`config.mk`:
```
export PLATFORM = sky130hd
export DESIGN_NAME = swsm_queue
export DESIGN_NICKNAME = d
export VERILOG_FILES = /design/src/hdl/swsm_pkg.sv /design/src/hdl/swsm_queue.sv
export SDC_FILE = /design/constraint.sdc
export NUM_CORES = 1
export LEC_CHECK = 0
export ABC_AREA = 0
export BUFFER_PORTS_ARGS = -buffer_cell sky130_fd_sc_hd__clkbuf_2
export CAP_MARGIN = 30
export CORE_MARGIN = 2
export CORE_UTILIZATION = 50
export CTS_CLUSTER_DIAMETER = 40
export DETAILED_ROUTE_END_ITERATION = 16
export PLACE_DENSITY = 0.74
export SLEW_MARGIN = 20
export SYNTH_ARGS = -nofsm -noshare
export SYNTH_HDL_FRONTEND = slang
export SYNTH_SLANG_ARGS = --single-unit
```
`constraint.sdc`:
```
create_clock -name clk -period 2.5 [get_ports clk]
set_input_delay 0.25 -clock clk [delete_from_list [all_inputs] [get_ports clk]]
set_output_delay 0.25 -clock clk [all_outputs]
set_load 0.01 [all_outputs]
```
`src/hdl/swsm_pkg.sv`:
```
`timescale 1ns / 1ps
`default_nettype none
// ----------------------------------------------------------------------------
// swsm_pkg
// Shared widths, constants and the queue item type of the sliding window
// sum tracker.
// ----------------------------------------------------------------------------
package swsm_pkg;

    localparam int MAX_WINDOW  = 1024;
    localparam int PTR_W       = $clog2(MAX_WINDOW);
    localparam int SAMPLE_W    = 16;
    localparam int WIN_W       = 11;
    localparam int SUM_W       = 26;
    localparam int OUT_DATA_W  = 56;

    localparam logic [WIN_W-1:0] WIN_RESET = WIN_W'(1);
    localparam logic [WIN_W-1:0] WIN_MAX   = WIN_W'(MAX_WINDOW);
    localparam logic [SUM_W-1:0] SUM_ONES  = {SUM_W{1'b1}};

    // One classified request handed from the front part to the back part.
    typedef struct packed {
        logic [SUM_W-1:0] sum;      // window sum including the current sample
        logic             full;     // a complete window stands behind this sum
        logic             last;     // final request of the run
    } swsm_item_t;

endpackage : swsm_pkg
`default_nettype wire

```
`src/hdl/swsm_queue.sv`:
```
`timescale 1ns / 1ps
`default_nettype none
// ----------------------------------------------------------------------------
// swsm_queue
// Two-entry queue between the front and back parts.
// ----------------------------------------------------------------------------
module swsm_queue
    import swsm_pkg::*;
(
    input  wire logic       clk,
    input  wire logic       rst_n,
    input  wire logic       push,
    input  wire swsm_item_t push_item,
    output logic            full,
    input  wire logic       pop,
    output logic            q_valid,
    output swsm_item_t      q_item
);

    swsm_item_t entry_reg [2];
    logic       wr_ptr_reg;
    logic       rd_ptr_reg;
    logic [1:0] count_reg;

    assign full    = (count_reg == 2'd2);
    assign q_valid = (count_reg != 2'd0);
    assign q_item  = entry_reg[rd_ptr_reg];

    always_ff @(posedge clk)
    begin
        if (push)
        begin
            entry_reg[wr_ptr_reg] <= push_item;
        end
    end

    always_ff @(posedge clk or negedge rst_n)
    begin
        if (!rst_n)
        begin
            wr_ptr_reg <= 1'b0;
            rd_ptr_reg <= 1'b0;
            count_reg  <= 2'd0;
        end
        else
        begin
            if (push)
            begin
                wr_ptr_reg <= ~wr_ptr_reg;
            end
            if (pop)
            begin
                rd_ptr_reg <= ~rd_ptr_reg;
            end
            if (push && !pop)
            begin
                count_reg <= count_reg + 2'd1;
            end
            else if (pop && !push)
            begin
                count_reg <= count_reg - 2'd1;
            end
        end
    end

endmodule : swsm_queue
`default_nettype wire

```
======== Yosys cells after proc, flatten, opt, wreduce, memory -nomap -nowiden ========
Memories as Yosys holds them, arrays and structs flattened.
Index checks and enable logic that the tools add are counted.
Widths: inputs -> output; s select.
storage, ports and cells
  register bits ........................... 4
  RAM bits ................................ 56
  word-level logic and storage cells ...... 19
  memories kept ........................... 1
operators by class
  add/subtract/negate cells ............... 2
  equal/unequal tests ..................... 1
  muxes and demuxes ....................... 4
  bitwise logic cells ..................... 2
  reduce and logical (&&, ||, !) cells .... 6
memories
  memory     depth  bits a word  rd ports  clocked after memory_dff  write ports  line              text
  entry_reg  2      28           1         0                         1            swsm_queue.sv:20  swsm_item_t entry_reg [2];
operators by type and width
  kind                 count
  $mux 2               2
  $reduce_bool 2->1    2
  $add 2x1->2 const B  1
  $eq 2x2->1 const B   1
  $logic_and 1x1->1    2
  $logic_not 1->1      2
  $mux 1               2
  $not 1->1            2
  $sub 2x1->2 const B  1

======== Depth between registers and ports, before layout ========
Gate-level depths: netlist of run 1.
  word-level depth ........................ 4
  gate-level depth with buffers ........... 5
  depth with buffers taken out ............ 5

======== Worst setup path after synthesis of run 1 ========
No wires, ideal clock.
  path kind ............................... flip-flop to flip-flop
  start ................................... reg wr_ptr_reg
  end ..................................... mem entry_reg[0][0] in the netlist's numbering, enable pin
  setup time .............................. 416 ps
  arrival ................................. 1666 ps
  slack ................................... 418 ps
  cell stages (with the launch flop) ...... 2
  path buffers ............................ 0
  clock period less this slack ............ 2082 ps
  cell sequence ........................... dfrtp_1 -> nor2b_1
RTL lines
  item                      line              text
  start: declaration        swsm_queue.sv:21  logic wr_ptr_reg;
  start signal: assignment  swsm_queue.sv:49  wr_ptr_reg <= ~wr_ptr_reg;
  end: declaration          swsm_queue.sv:20
Straight into the memory's write port.

==> results of run 1 <==
## path summary, 6_finish.rpt
path                               from               to  slack, ps  depth (start not counted)
setup / recovery             rd_ptr_reg       q_item[25]        780                          3
hold / removal             push_item[6]  entry_reg[1][6]        110                          1
setup reg to reg             wr_ptr_reg  entry_reg[1][9]        890                          2
hold reg to reg            count_reg[1]     count_reg[1]        490                          1
max in group asynchronous         rst_n       wr_ptr_reg       2120                          2
min in group asynchronous         rst_n     count_reg[0]        250                          2
## layer usage
metal,vias to the layer above,GRT usage,wire length (µm)
met3,0,0.08689,300
met4,0,0.05031,0
met1,574,0.1849,1576
met2,52,0.2675,1876
li1,549,-,-
met5,-,0,0
## Yosys cell counts
library cell,instances,area [µm²]
edfxtp_1,56,1682
mux2_2,18,202.7
mux2_4,10,150.1
dfrtp_1,4,100.1
xor2_1,4,35.03
nor2b_1,2,12.51
and2_1,1,6.260
buf_4,1,7.510
buf_6,1,11.26
buf_8,1,15.01
ha_1,1,12.51
inv_1,1,3.750
nor2_1,1,3.750
or2_2,1,6.260
xnor2_1,1,8.760
## what timing repair did
item | CTS | global route
endpoints found under the hold margin | 4 | 0
resized for setup | 0 | 0
hold buffers | 1 | 0
## logic make-up (layout without fill, tap and decap cells)
logic type,Yosys count,after routing,share of synthesized area
buffers and inverters,4,83,0.01663
multiplexers,28,28,0.1563
AND/OR/NAND/NOR,5,5,0.01275
XOR/XNOR,5,5,0.01940
flip-flops,60,60,0.7894
adder cells (fa/ha/maj),1,1,0.005542
## per-stage QoR
step	utilization	total power (W)
after CTS	0.6526	0.003285
after floorplan	-	0.002069
after detailed placement	0.6032	0.002386
after global placement	0.6032	0.002344
after global routing	0.6526	0.003399
final	0.6526	0.003244
## final cells by class
cell class              count  area, µm²  share of cell area
clock buffers               9      123.9             0.04359
repair buffers             66      345.3              0.1215
well taps                  52      65.06             0.02290
clock inverters             7      81.33             0.02862
multi-input cells          39      440.4              0.1550
flip-flops and latches     60       1782              0.6270
inverters                   1      3.754            0.001321
## report_power, final
| group | leakage [nW] | internal (W) | switching (W) | total (W) |
|---|---|---|---|---|
| Sequential | 0.572 | 0.00134 | 0.0000692 | 0.00141 |
| Clock | 0.105 | 0.000547 | 0.000344 | 0.000891 |
| Combinational | 0.476 | 0.000464 | 0.000479 | 0.000943 |
==> results_dict.tcl, run 1 <==
set metrics [dict create \
    antenna_found_initial 0 \
    path_class "reg -> out" \
    ant_nets 0 \
    dpl.hpwl_um 2599 \
    via_per_inst 5.021 \
    drive_gt1_frac 0.5934 \
    grt_pass1_vias 1238 \
    final_common_cell "clkbuf_2" \
    routed-via-count 1175 \
    grt_use_total 0.1631 \
    cap_viol_max_count 0 \
    cts_root_buf "clkbuf_8" \
    ir_drop_mv 0.6694 \
    ys_seq_area_frac 0.7894 \
    avgSynthCellArea_um2 21.91 \
    skew_ps 4.279 \
    start_kind "flop" \
    status "finished, final reports clean" \
    portBuffers 61 \
    ctsHtreeMaxLevel 3 \
    placed_cell_area_um2 2626 \
    critical_path.max_fanout 16 \
    finalHoldViolCount 0 \
    syn_inst 103 \
    drtPass1Iterations 4 \
    tightest_slew_ps 592.7 \
    period_share 0.6863 \
    clk_path_buf_depth 2 \
    holdWs_ps 113.3 \
    rsz0062_at_grt "false" \
    period_needed_ps 1716 \
    gp_congestion 0.6340 \
    slew_viol_final 0 \
    leakage_nw 1.154 \
    wl_per_cell_um 16.04 \
    largest_reg_flops 56 \
    worst_ep_arrival_time_ps 1470 \
    wl_um 3753 \
    ios 62 \
    fmax_mhz 582.9 \
    relSlewSlack 0.6049 \
    start_util 0.5184 \
    initialDrtViolationCount 60 \
    syn_to_final_growth_pct 25.89 \
    grt_max_degree 29 \
    powerDensity_nw_per_um2 1142 \
    grt_first_pass_wirelength_um 5899 \
    die_h_um 71.19 \
    place_ws_ps 876.7 \
    fin_nets 210 \
    core_area_um2 4354 \
    worstPathCellList "buf_4 > mux2_2 > clkbuf_2" \
    synth-warning-count 0 \
    cts.clk_slew.worst_paths_ps 60 \
    placementRows 24 \
    crit_buf_inv 2 \
    end_kind "output port" \
    cts_buffers 9 \
    insertedDiodeCount 0 \
    ys_types 15 \
    dpl.cell_count 217 \
    worst_slack_ps 784.3 \
    route.detailed.drc 0 \
    worstPathRequired_ps 2250 \
    crit_family "buffers and inverters" \
    setup_viol 0 \
    syn_nets 136 \
    ys_seq_elements 60 \
    post_cts_buffers 0 \
    cp_slowest_stage_delay_ps 380 \
    hold_class "in -> reg" \
    dieArea_um2 5068 \
    finalNonFillerCells 234 \
    clk_latency_ps 330 \
    crit_slowest_cell "mux2_2" \
    fin_tns_setup_ps 0 \
    cts.sinks 60 \
    synth_area_um2 2257 \
    fillerInstances 300 \
    final_cell_area_um2 2841 \
    layout_common_cells "clkbuf_2, edfxtp_1, mux2_2" \
    overflow 0 \
    fp.dieW_um 71.19 \
    cts_tree "yes" \
]
(Power assumes the default switching activity.)
==> run 2: changes to the inputs <==
- ABC_AREA: 0 -> 1
- clock period: 2.5 -> 1.65 ns (I/O delays scaled with it)
==> run 2 against run 1 <==
Net effect: non-clock buffer count is 2 higher; design area is 0.48% higher; global-route usage is 0.29 points higher; highest routed layer is now met4.
==> results_dict.tcl, run 2 <==
set metrics [dict create \
    drive_gt1_frac 0.5648 \
    clk_path_buf_depth 2 \
    die_h_um 71.45 \
    via_per_inst 4.906 \
    setup_viol 0 \
    final_common_cell "clkbuf_2" \
    period_needed_ps 1582 \
    start_kind "flop" \
    syn_to_final_growth_pct 25.52 \
    synth_top_area_share 0.7393 \
    combPwrFrac 0.306 \
    yosysTopAreaCell "edfxtp_1" \
    p_seq_frac 0.445 \
    cts.sinks 60 \
    leakage_nw 1.184 \
    ctsHtreeMaxLevel 3 \
    wl_um 3845 \
    dpl.cell_count 228 \
    grt_max_degree 20 \
    status "finished, final reports clean" \
    wl_per_cell_um 15.69 \
    worst_slack_ps 67.99 \
    clkPwrFrac 0.249 \
    tightest_slew_ps 263.4 \
    ir_drop_mv 1.067 \
    crit_buf_inv 2 \
    slew_viol_final 0 \
    grt_pass1_vias 1311 \
    routed-via-count 1202 \
    synth_area_um2 2275 \
    layout_common_cells "clkbuf_2, edfxtp_1, mux2_2" \
    finalNonFillerCells 245 \
    fin_tns_setup_ps 0 \
    synth-warning-count 0 \
    powerDensity_nw_per_um2 1680 \
    post_cts_buffers 0 \
    start_util 0.5224 \
    core_area_um2 4354 \
    fillerInstances 315 \
    fin_nets 221 \
    ant_nets 0 \
    synth.most_common_cell "edfxtp_1" \
    end_kind "output port" \
    p_int_w 0.003431 \
    critical_path.max_fanout 18 \
    worst_ep_arrival_time_ps 1420 \
    portBuffers 61 \
    cts_tree "yes" \
    overflow 0 \
    skew_ps 5.590 \
    worstPathCellList "buf_6 > mux2_2 > clkbuf_2" \
    largest_reg_flops 56 \
    clk_latency_ps 320 \
    holdWs_ps 32.99 \
    crit_slowest_cell "mux2_2" \
    grt_use_total 0.1660 \
    ys_seq_elements 60 \
    rsz0062_at_grt "true" \
    initialDrtViolationCount 55 \
    hold_class "in -> reg" \
    period_share 0.9588 \
    cp_slowest_stage_delay_ps 370 \
    synth-edff-count 56 \
    insertedDiodeCount 0 \
    relSlewSlack 0.8244 \
    worstPathRequired_ps 1480 \
    grt_first_pass_wirelength_um 6085 \
    avgSynthCellArea_um2 20.31 \
    route.detailed.drc 0 \
    gp_congestion 0.6907 \
    synth_flop_cell "edfxtp_1" \
    p_sw_w 0.001365 \
    antenna_found_initial 0 \
    ys_types 15 \
    crit_family "multiplexers" \
    fmax_mhz 632.1 \
    syn_nets 145 \
    drtPass1Iterations 4 \
    dieArea_um2 5105 \
    dpl.hpwl_um 2791 \
    p_sw_frac 0.2847 \
    ios 62 \
    fp.dieW_um 71.45 \
    synth_area_leaders "edfxtp_1, mux2_2, mux2_4" \
    async_flop_share 0.06667 \
    cts_root_buf "clkbuf_8" \
    path_class "reg -> out" \
    cts_buffers 9 \
    syn_inst 112 \
    cts.clk_slew.worst_paths_ps 70 \
    finalHoldViolCount 0 \
    synth_common_cells "edfxtp_1, mux2_2, mux2_4, inv_1, nand2_1" \
    place_ws_ps 348.9 \
    ys_seq_area_frac 0.7833 \
    cap_viol_max_count 0 \
    placementRows 24 \
]
-- run 2: changes by cell type after synthesis, sizes merged --
cell   change
inv        +6
nand2      +6
nor2b      -2
xor2       -2
and2       -1
nand3      +1
nand4      +1
nor2       +1
or2        -1
-- run 2: repair_timing --
| item | CTS | global route |
|---|---|---|
| hold buffers | 1 | 0 |
| hold endpoints to repair | 4 | 0 |
| endpoints found under the setup margin | 3 | 2 |
| resized for setup | 1 | 0 |
-- run 2: cells by family (layout without fill, tap and decap cells) --
family,Yosys count,count (layout),share of synthesized area
flip-flops,60,60,0.7833
AND/OR/NAND/NOR,10,10,0.01815
buffers and inverters,10,91,0.02640
adder cells (fa/ha/maj),1,1,0.005500
multiplexers,28,28,0.1551
XOR/XNOR,3,3,0.01155
-- run 2: worst paths after layout --
kind	startpoint	slack, ps	end	cells after the start
setup / recovery	rd_ptr_reg	70	q_item[25]	3
hold / removal	push_item[10]	30	entry_reg[0][10]	1
setup reg to reg	wr_ptr_reg	500	entry_reg[0][14]	2
hold reg to reg	count_reg[1]	510	count_reg[1]	2
max in group asynchronous	rst_n	1340	count_reg[0]	2
min in group asynchronous	rst_n	180	rd_ptr_reg	2
-- run 2: per-stage QoR --
step | util | instance area [µm²] | power, W
2_1_floorplan | - | 2277 | 0.003138
3_3_place_gp | 0.6106 | 2659 | 0.003564
3_5_place_dp | 0.6106 | 2659 | 0.003642
4_1_cts | 0.6557 | 2855 | 0.004846
5_1_grt | 0.6557 | 2855 | 0.005036
6_report | 0.6557 | 2855 | 0.004796
-- run 2: metal layers --
metal / global-route usage / part of all wire / up-vias
met2: 0.2881 / 0.53 / 36
met4: 0.07547 / 0.011 / 0
met1: 0.1788 / 0.41 / 585
met5: 0 / 0 / -
li1: - / - / 577
met3: 0.06470 / 0.052 / 4
-- run 2: area by class of cell --
class	count	area, µm²	share of cell area
Clock buffer	10	127.6	0.04470
Multi-Input combinational cell	42	435.4	0.1525
Sequential cell	60	1782	0.6240
Timing Repair Buffer	68	364.1	0.1275
Tap cell	52	65.06	0.02279
Clock inverter	6	55.05	0.01928
Inverter	7	26.28	0.009202
-- run 2: power by group through the flow --
stage / registers [W] / logic [W] / clock network [W]
finish: 0.00213 / 0.00147 / 0.00119
global route: 0.00216 / 0.00158 / 0.00130
CTS: 0.00214 / 0.00149 / 0.00122
detailed placement: 0.00216 / 0.00148 / 0
global placement: 0.00214 / 0.00142 / 0
floorplan: 0.00213 / 0.00100 / 0
