<file path="src/hdl/swsm_pkg.sv">
`timescale 1ns / 1ps
`default_nettype none
// ----------------------------------------------------------------------------
// swsm_pkg
// Shared widths, constants and the queue item type of the sliding window
// sum tracker.
// ----------------------------------------------------------------------------
package swsm_pkg;

    localparam int MAX_WINDOW  = 1024;
    localparam int PTR_W       = $clog2(MAX_WINDOW);
    localparam int SAMPLE_W    = 16;
    localparam int WIN_W       = 11;
    localparam int SUM_W       = 26;
    localparam int OUT_DATA_W  = 56;

    localparam logic [WIN_W-1:0] WIN_RESET = WIN_W'(1);
    localparam logic [WIN_W-1:0] WIN_MAX   = WIN_W'(MAX_WINDOW);
    localparam logic [SUM_W-1:0] SUM_ONES  = {SUM_W{1'b1}};

    // One classified request handed from the front part to the back part.
    typedef struct packed {
        logic [SUM_W-1:0] sum;      // window sum including the current sample
        logic             full;     // a complete window stands behind this sum
        logic             last;     // final request of the run
    } swsm_item_t;

endpackage : swsm_pkg
`default_nettype wire

</file>
<file path="src/hdl/swsm_back.sv">
`timescale 1ns / 1ps
`default_nettype none
// ----------------------------------------------------------------------------
// swsm_back
// Minimum and maximum tracking and the output register.
// ----------------------------------------------------------------------------
module swsm_back
    import swsm_pkg::*;
(
    input  wire logic              clk,
    input  wire logic              rst_n,
    input  wire logic              cfg_we,
    input  wire logic              q_valid,
    input  wire swsm_item_t        q_item,
    output logic                   pop,
    output logic                   out_valid,
    input  wire logic              out_ready,
    output logic                   out_full,
    output logic [SUM_W-1:0]       out_min,
    output logic [SUM_W-1:0]       out_max,
    output logic                   out_last
);

    logic [SUM_W-1:0] lowest_reg, lowest_next;
    logic [SUM_W-1:0] highest_reg, highest_next;
    logic             out_valid_reg;
    logic             out_full_reg;
    logic [SUM_W-1:0] out_min_reg;
    logic [SUM_W-1:0] out_max_reg;
    logic             out_last_reg;

    always_comb
    begin
        pop          = q_valid && (!out_valid_reg || out_ready);
        lowest_next  = lowest_reg;
        highest_next = highest_reg;
        if (q_item.full)
        begin
            if (q_item.sum < lowest_reg)
            begin
                lowest_next = q_item.sum;
            end
            if (q_item.sum > highest_reg)
            begin
                highest_next = q_item.sum;
            end
        end
    end

    assign out_valid = out_valid_reg;
    assign out_full  = out_full_reg;
    assign out_min   = out_min_reg;
    assign out_max   = out_max_reg;
    assign out_last  = out_last_reg;

    always_ff @(posedge clk)
    begin
        if (pop)
        begin
            out_full_reg <= q_item.full;
            out_min_reg  <= q_item.full ? lowest_next : '0;
            out_max_reg  <= q_item.full ? highest_next : '0;
            out_last_reg <= q_item.last;
        end
    end

    always_ff @(posedge clk or negedge rst_n)
    begin
        if (!rst_n)
        begin
            lowest_reg    <= SUM_ONES;
            highest_reg   <= '0;
            out_valid_reg <= 1'b0;
        end
        else if (cfg_we)
        begin
            lowest_reg  <= SUM_ONES;
            highest_reg <= '0;
        end
        else
        begin
            if (pop)
            begin
                out_valid_reg <= 1'b1;
            end
            else if (out_ready)
            begin
                out_valid_reg <= 1'b0;
            end
            if (pop)
            begin
                // drop the run's extremes after its final request
                lowest_reg  <= q_item.last ? SUM_ONES : lowest_next;
                highest_reg <= q_item.last ? '0 : highest_next;
            end
        end
    end

endmodule : swsm_back
`default_nettype wire

</file>
<file path="config.mk">
export PLATFORM = sky130hd
export DESIGN_NAME = swsm_back
export DESIGN_NICKNAME = d
export VERILOG_FILES = /design/src/hdl/swsm_pkg.sv /design/src/hdl/swsm_back.sv
export SDC_FILE = /design/constraint.sdc
export NUM_CORES = 1
export LEC_CHECK = 0
export ABC_AREA = 1
export BUFFER_PORTS_ARGS = -buffer_cell sky130_fd_sc_hd__buf_2
export CORE_ASPECT_RATIO = 0.6
export CORE_MARGIN = 1
export CORE_UTILIZATION = 50
export DETAILED_ROUTE_END_ITERATION = 10
export PLACE_DENSITY_LB_ADDON = 0.15
export SLEW_MARGIN = 20
export SYNTH_ARGS = -nofsm -noshare
export SYNTH_HDL_FRONTEND = slang
export SYNTH_SLANG_ARGS = --single-unit
</file>
<file path="constraint.sdc">
create_clock -name clk -period 5.3 [get_ports clk]
set_input_delay 0.265 -clock clk [delete_from_list [all_inputs] [get_ports clk]]
set_output_delay 0.265 -clock clk [all_outputs]
set_load 0.05 [all_outputs]
</file>
# == Yosys cells after proc, flatten, opt, wreduce, memory -nomap -nowiden ==
# Index checks and enable logic that the tools add are counted.
# W data, S select, Z words.
# totals
regBits,107
latchBits,0
ram_bits,0
mem_bits_ro,0
inputBits,33
out_inout_bits,56
elab_cells,28
n_memories,0
# classes
addsub,0
multipliers,0
div,0
magnitude_cmp,2
eq_ne,0
shifts,0
n_mux,12
n_bitwise,1
n_reduce_logical,6
# op_table
operator,count
$mux W26,10
$gt A26 B26 Y1,1
$lt A26 B26 Y1,1
$reduce_bool A2 Y1,2
$mux W1,2
$reduce_and A2 Y1,1
$logic_and A1 B1 Y1,1
$logic_not A1 Y1,1
$logic_or A1 B1 Y1,1
$not A1 Y1,1

# == Depth between registers and ports, before layout ==
# Gate-level depths: netlist of the first run.
# logic_depth
depth_word,6
mapped_depth,15
ltp_nobuf,14

# == Least setup slack after synthesis of the first run ==
# No wires, ideal clock.
# synth_path
kind,reg-to-reg
from,"register out_valid_reg, in the netlist out_valid"
to,register lowest_reg[15]
setup_time_ns,0.072
t_arrival_ns,5.544
required_time_ns,5.228
slack_ns,-0.317
path_stages_with_launch,8
path_buffers,1
synth_period_minus_slack_ns,5.617
cell_sequence,dfrtp_1 > a21oi_1 > nor2_1 > nor3_2 > buf_2 > nand3_1 > nand2_1 > inv_1
# synth_via
elab_chain_len,4
# synth_rtl
element,line_no,source
start: declaration,swsm_back.sv:26,logic out_valid_reg;
start signal: assignment,swsm_back.sv:73,out_valid_reg <= 1'b0;
start signal: assignment,swsm_back.sv:84,out_valid_reg <= 1'b1;
start signal: assignment,swsm_back.sv:88,out_valid_reg <= 1'b0;
$logic_not A1 Y1,swsm_back.sv:34,pop = q_valid && (!out_valid_reg || out_ready);
$logic_or A1 B1 Y1,swsm_back.sv:34,
$logic_and A1 B1 Y1,swsm_back.sv:34,
via pop,swsm_back.sv:15,"output logic pop,"
$reduce_bool A2 Y1 (no line),--,
end signal: assignment,swsm_back.sv:93,lowest_reg <= q_item.last ? SUM_ONES : lowest_next;
end: declaration,swsm_back.sv:24,"logic [SUM_W-1:0] lowest_reg, lowest_next;"
# The timed path passes the listed nets, and every way through them passes these cells.
# A chain may end at the register's enable or synchronous reset.

# == Final worst setup path of the first run ==
# layout_path
from,register lowest_reg[25]
to,"register out_min_reg[1], in the netlist out_min[1], data pin"
# layout_via
elab_chain_len,3
# layout_rtl
element,line_no,source
$lt A26 B26 Y1,swsm_back.sv:39,if (q_item.sum < lowest_reg)
$mux W26,swsm_back.sv:39,
$mux W26,swsm_back.sv:37,if (q_item.full)
end signal: assignment,swsm_back.sv:61,out_min_reg <= q_item.full ? lowest_next : '0;
end: declaration,swsm_back.sv:28,logic [SUM_W-1:0] out_min_reg;
# Every way passes these cells.

==> reports/metrics.yaml, run 1 <==
setup_slack_ps: 1930
synth_edf_count: 54
drv_slew: 0
htreeDepth: 3
setup_viol: 0
dp_slack_ps: 2010
reg2reg_from: "lowest_reg[25]$_DFFE_PN1P_"
wl_per_cell_um: 16.4
die_area_um2: 14100
drcViolationCount: 6
synth_ff_type: "edfxtp_1"
syn-cell-area_um2: 6820
fin_crit_ps: 3370
skew_ps: 13.4
die_height_um: 92.5
syn2layout_area_growth_pct: 11.6
synth.largest_area_cell: "edfxtp_1"
muxShareOfSynthArea_pct: 0
max_freq_mhz: 297
rrSetupSlack_ps: 1930
holdBufCountCts: 0
cts.sinks: 107
critPathTopFamily: "simple AND/OR/NAND/NOR gates"
crit_type: "reg -> reg"
num_vias: 6008
netlist_instances: 881
io_buffers: 88
fp-row-count: 32
seq_area_frac_synth_pct: 43.7
synth_xor_area_share_pct: 0
finalSetupTns_ps: 0
grt_pass1_vias: 5526
cp_common_cell: "nand2_1"
cts-resized-gates: 0
drtIter0Drc: 555
drive_gt1_share_pct: 16.3
top_level_ports: 89
worstHoldPathType: "in -> async"
antenna_cells: 0
worstSetupEndpointType: "register"
tritoncts: "done"
antenna_found_initial: 0
yosys_warnings: 0
die_x_um: 153
synth.distinct_cells: 30
cp-start-kind: "register"
synth_compound_area_share_pct: 5.28
cts.clk_slew.worst_paths_ps: 80
rr_endpoint: "out_min[1]$_SDFFCE_PN0P_"
cpMaxStageDelayCell: "nand2_2"
syn_nets: 965
max_slew_margin_pct: 31.9
drv_cap: 0
grt-ovfl-total: 0
violations: "design-rule violations"
clk_path_buf_depth: 2
cts-root-buf: "clkbuf_16"
yosysMostFrequentCell: "nand2_1"
synth_area_leaders: "edfxtp_1, nand2_1, nand3_1"
avgSynthCellArea_um2: 7.74
fin_nets: 1032
track_usage_pct: 27.4
netlist_top_cells_count: "nand2_1, nand3_1, inv_1, a21oi_1, edfxtp_1"
worstMarginPinSlew_ps: 1020
routed_wl_mm: 18.4
cts_buffers: 9
cts_setup_buffers: 0
required_ps: 5490
initial_core_util_pct: 52.3
grt_pass1_wl_mm: 30.0
synthAdderAreaFrac_pct: 9.35
fin_crit_sh_pct: 63.6
ff2ff_path_depth: 9
grt_max_degree: 56
path_cells: "inv_1 -> ha_1 -> nand2_1 -> nor2_1 -> and2_4 -> nand3_1 -> nand2_2 -> nand2_1 -> a21oi_1"
hold_violations: 0
rsz0062_at_grt: "no"
synth-simple-area-share_pct: 31.0
via_per_inst: 5.35
gp_congestion: 0.818
async_flop_share_pct: 49.5
worst-path-buf-inv: 1
vdd_drop_max_mv: 0.177
ant_nets: 0
arrival_ps: 3560
synth_top_family_by_area: "simple AND/OR/NAND/NOR gates"
synth.ff_latch_count: 107
synth.top_cell.area_share_pct: 23.8
status: "finished with violations"
max_stage_delay_ps: 740
p_leak_nw: 4.01
powerDensity_nw_per_um2: 294
post-dp-hpwl_mm: 11.6
coreArea_um2: 13100
worstPathMaxFanout: 20
clock_latency_ps: 360
dr.pass1.iters: 10
[power breakdown]
part           leakage, nW  total (mW)  internal, mW  switching, mW
clock                0.141       0.686         0.370          0.316
combinational         2.70       0.564         0.146          0.418
sequential            1.17       0.991         0.958         0.0331
[stage by stage]
step           cells  instance area [um2]  utilization, %  hold slack (ps)  total power, mW
2_1_floorplan    881                 6830               -            -30.6             1.42
3_3_place_gp    1107                 7320            56.1              461             1.56
3_5_place_dp    1107                 7320            56.1              468             1.57
4_1_cts         1123                 7610            58.3             92.2             2.25
5_1_grt         1123                 7610            58.3             95.3             2.34
6_report        1123                 7610            58.3             63.1             2.24
[placed cells by master (no fill, tap or decap), drive strengths merged]
master,n
nor4,2
dfrtp,27
nor2,26
o211ai,1
bufinv,1
nand3,160
buf,95
ha,51
nand4,2
clkbuf,11
o21bai,2
clkinvlp,1
inv,134
nor3,3
dfstp,26
nand2,287
o21ai,1
a21oi,65
nor3b,1
clkinv,1
and2,1
a21o,1
edfxtp,54
[kinds of logic (layout without fill, tap and decap cells)]
family | Yosys count | after routing
simple gates | 482 | 482
buf+inv | 171 | 243
flops | 107 | 107
compound gates | 70 | 70
fa+ha+maj | 51 | 51
[cell type report]
cell class | count | area [um2]
clock inverter | 5 | 60.1
clock buffer | 11 | 233
inverter | 132 | 495
multi-input combinational | 603 | 3140
fill | 1219 | 5440
timing repair buffer | 95 | 493
tap | 170 | 213
sequential | 107 | 2980
[worst max path at each step]
stage / start / end / slack [ps] / cells past startpoint
floorplan: out_valid$_DFFE_PN0P_ / lowest_reg[15]$_DFFE_PN1P_ / 1440 / 7
global placement: lowest_reg[25]$_DFFE_PN1P_ / out_min[1]$_SDFFCE_PN0P_ / 1980 / 9
detailed placement: lowest_reg[25]$_DFFE_PN1P_ / out_min[1]$_SDFFCE_PN0P_ / 2010 / 9
CTS: lowest_reg[25]$_DFFE_PN1P_ / out_min[1]$_SDFFCE_PN0P_ / 2000 / 9
global route: lowest_reg[9]$_DFFE_PN1P_ / out_min[1]$_SDFFCE_PN0P_ / 1710 / 10
finish: lowest_reg[25]$_DFFE_PN1P_ / out_min[1]$_SDFFCE_PN0P_ / 1930 / 9
[routing by layer]
| metal | GRT usage (%) | vias to the layer above | wire length (um) |
|---|---|---|---|
| li1 | - | 2978 | - |
| met1 | 41.7 | 2767 | 9270 |
| met4 | 5.22 | 0 | 208 |
| met3 | 5.33 | 17 | 1420 |
| met5 | 0 | - | 0 |
| met2 | 40.1 | 246 | 7490 |
No activity file was read; power rests on OpenSTA's default activity.
==> run 2, diff against run 1 <==
- ABC_AREA: 1 -> 0
- clock period: 5.3 -> 3.1 ns (I/O delays scaled with it)
==> reports/metrics.yaml, run 2 <==
antenna_found_initial: 0  # unchanged
worst_hold_slack_ps: 103  # +40.3 ps
drv_slew: 0  # unchanged
skew_ps: 5.43  # -7.99 ps
netlist_instances: 544  # -38%
io_buffers: 88  # unchanged
nFillCells: 889  # -27%
yosys_warnings: 0  # unchanged
num_vias: 4401  # -27%
max_stage_delay_ps: 590  # -150 ps
fin_cells: 769  # -32%
cts_setup_buffers: 0  # unchanged
worstMarginPinSlew_ps: 920  # -98.3 ps
syn-cell-area_um2: 5710  # -16%
p_clk_share_pct: 36.7  # +6.1 points
layout_common_cells: "buf_2, nand2_1, o21ai_0"
worstPathMaxFanout: 13  # -35%
final_core_util_pct: 61.8  # +3.4 points
synth_edf_count: 54  # unchanged
avgSynthCellArea_um2: 10.5  # +35%
fin_total_pwr_mw: 3.55  # +58%
power_frac_comb_pct: 17.6  # -7.6 points
syn2layout_area_growth_pct: 17.0
dp_slack_ps: 122  # -1890 ps
track_usage_pct: 23.7  # -3.7 points
cts-root-buf: "clkbuf_16"
synth.top_cell.area_share_pct: 28.4  # +4.6 points
fin_nets: 709  # -31%
gp_congestion: 0.817  # -0.13%
coreArea_um2: 10800  # -17%
p_switching_mw: 1.01  # +31%
post-dp-hpwl_mm: 8.91  # -23%
drive_gt1_share_pct: 23.8  # +7.5 points
cts.sinks: 107  # unchanged
rsz0062_at_grt: "no"
htreeDepth: 3  # unchanged
p_seq_share_pct: 45.7  # +1.5 points
seq_area_frac_synth_pct: 52.2  # +8.5 points
synth_top_family_by_area: "compound AO/OA/AOI/OAI gates"
design_area_um2: 6680  # -12%
synth_area_leaders: "edfxtp_1, dfstp_2, dfrtp_1"
netlist_top_cells_count: "nand2_1, o21ai_0, inv_1, edfxtp_1, nand3_1"
synthAdderAreaFrac_pct: 11.2  # +1.8 points
multi_input_area_um2: 2420  # -23%
required_ps: 3380  # -2110 ps
cp-start-kind: "register"
die_height_um: 84.7  # -8.4%
max_freq_mhz: 347  # +17%
seqCellArea_um2: 2980  # unchanged
place_area_um2: 6310  # -14%
powerDensity_nw_per_um2: 531  # +81%
fp-row-count: 29  # -9.4%
grt-ovfl-total: 0  # unchanged
arrival_ps: 3160  # -400 ps
die_x_um: 140  # -8.4%
grt_pass1_vias: 4225  # -24%
tritoncts: "done"
routed_wl_mm: 13.4  # -27%
cts.clk_slew.worst_paths_ps: 70  # about the same
hold_violations: 0  # unchanged
dp.cells: 750  # -32%
p_leak_nw: 2.97  # -26%
drv_cap: 0  # unchanged
vdd_drop_max_mv: 0.290  # +64%
synth.largest_area_cell: "edfxtp_1"
worstHoldPathType: "in -> reg"
synth_compound_area_share_pct: 18.4  # +13 points
synth_ff_type: "edfxtp_1"
yosysMostFrequentCell: "nand2_1"
syn_nets: 628  # -35%
antenna_cells: 0  # unchanged
status: "complete, no violations"
intPower_mw: 2.54  # +73%
clock_latency_ps: 350  # about the same
fin_crit_sh_pct: 93.0  # +29 points
path_cells: "inv_1 -> ha_1 -> a21oi_1 -> o21ai_2 -> a41oi_1 -> or4b_1 -> o211ai_1 -> a21oi_4 -> o22a_1"
cts_buffers: 9  # unchanged
wl_per_cell_um: 17.4  # +6.5%
synth.ff_latch_count: 107  # unchanged
die_area_um2: 11900  # -16%
synth_xor_area_share_pct: 0  # unchanged
grt_pass1_wl_mm: 21.6  # -28%
synth.distinct_cells: 40  # +33%
setup_viol: 0  # unchanged
ant_nets: 0  # unchanged
finalSetupTns_ps: 0  # unchanged
synth-simple-area-share_pct: 11.5  # -20 points
fin_crit_ps: 2880  # -489 ps
grt_max_degree: 55  # -1.8%
top_level_ports: 89  # unchanged
via_per_inst: 5.72  # +7.0%
max_slew_margin_pct: 38.7  # +6.7 points
dr.pass1.iters: 4  # -6
clk_path_buf_depth: 2  # unchanged
cpMaxStageDelayCell: "or4b_1"
worstSetupEndpointType: "register"
crit_type: "reg -> reg"
drtIter0Drc: 362  # -35%
final_common_cell: "buf_2"
initial_core_util_pct: 52.8  # +0.50 points
p_sw_share_pct: 28.4  # -5.9 points
async_flop_share_pct: 49.5  # unchanged
setup_slack_ps: 217  # -1710 ps
drcViolationCount: 0  # -6
muxShareOfSynthArea_pct: 0.175  # +0.18 points
[run 2: changes by cell type in the layout (fill, tap and decap cells not counted), sizes merged, moves of 3 or more]
cell   before  now
o21a        0    3
inv       134   56
o21ai       1   64
nand2     287   65
buf        95  100
nand3     160   53
nor2       26    6
a21oi      65   22
o22a        0   26
nand4       2    9
a22o        0   26
[run 2: final cells by class]
class / instances / area share (%)
flip-flops and latches: 107 / 44.6
multi-input cells: 349 / 36.2
repair buffers: 102 / 8.43
clock buffers: 11 / 3.49
inverters: 56 / 3.15
well taps: 139 / 2.60
clock inverters: 5 / 1.52
[run 2: kinds of logic (layout without fill, tap and decap cells)]
| kind of cell | Yosys count | count (layout) |
|---|---|---|
| AND/OR/NAND/NOR | 143 | 143 |
| AO/OA/AOI/OAI | 153 | 154 |
| adder cells (fa/ha/maj) | 51 | 51 |
| multiplexers | 1 | 1 |
| buffers and inverters | 89 | 174 |
| flip-flops | 107 | 107 |
[run 2: what timing repair did]
action,CTS,global route
hold buffers,2,0
setup endpoints to repair,0,26
endpoints found under the hold margin,20,0
gates resized for setup,0,1
[run 2: path summary, 6_finish.rpt]
kind / slack (ps) / cells past startpoint / to / startpoint
max: 220 / 9 / lowest_reg[11]$_DFFE_PN1P_ / lowest_reg[15]$_DFFE_PN1P_
min reg2reg: 520 / 1 / lowest_reg[1]$_DFFE_PN1P_ / lowest_reg[1]$_DFFE_PN1P_
min: 100 / 2 / highest_reg[0]$_DFFE_PN0P_ / q_item[2]
max in group asynchronous: 1850 / 3 / lowest_reg[9]$_DFFE_PN1P_ / rst_n
min in group asynchronous: 480 / 2 / out_valid$_DFFE_PN0P_ / rst_n
max reg2reg: 220 / 9 / lowest_reg[11]$_DFFE_PN1P_ / lowest_reg[15]$_DFFE_PN1P_
[run 2: worst max-delay path: cells and delay by family, from the launching register on]
family / cells / cell delay, ps
buffers and inverters: 1 / 50
adders and majority gates: 1 / 300
DFF: 1 / 550
AOI/OAI and AO/OA: 6 / 1320
and+or+nand+nor: 1 / 590
[run 2: routing by layer]
layer  vias to the layer above  track usage [%]  share of wire (%)
li1                       2139                -                  -
met1                      2103             34.4                 50
met2                       145             35.7                 43
met3                        14             4.79                5.7
met4                         0             7.69                1.4
met5                         -                0                  0
[run 2: power groups by stage]
stage	clock, mW	sequential (mW)	combinational (mW)
global placement	0	1.65	0.598
global route	1.37	1.63	0.676
finish	1.30	1.62	0.625
floorplan	0	1.84	0.232
detailed placement	0	1.65	0.616
CTS	1.32	1.62	0.620
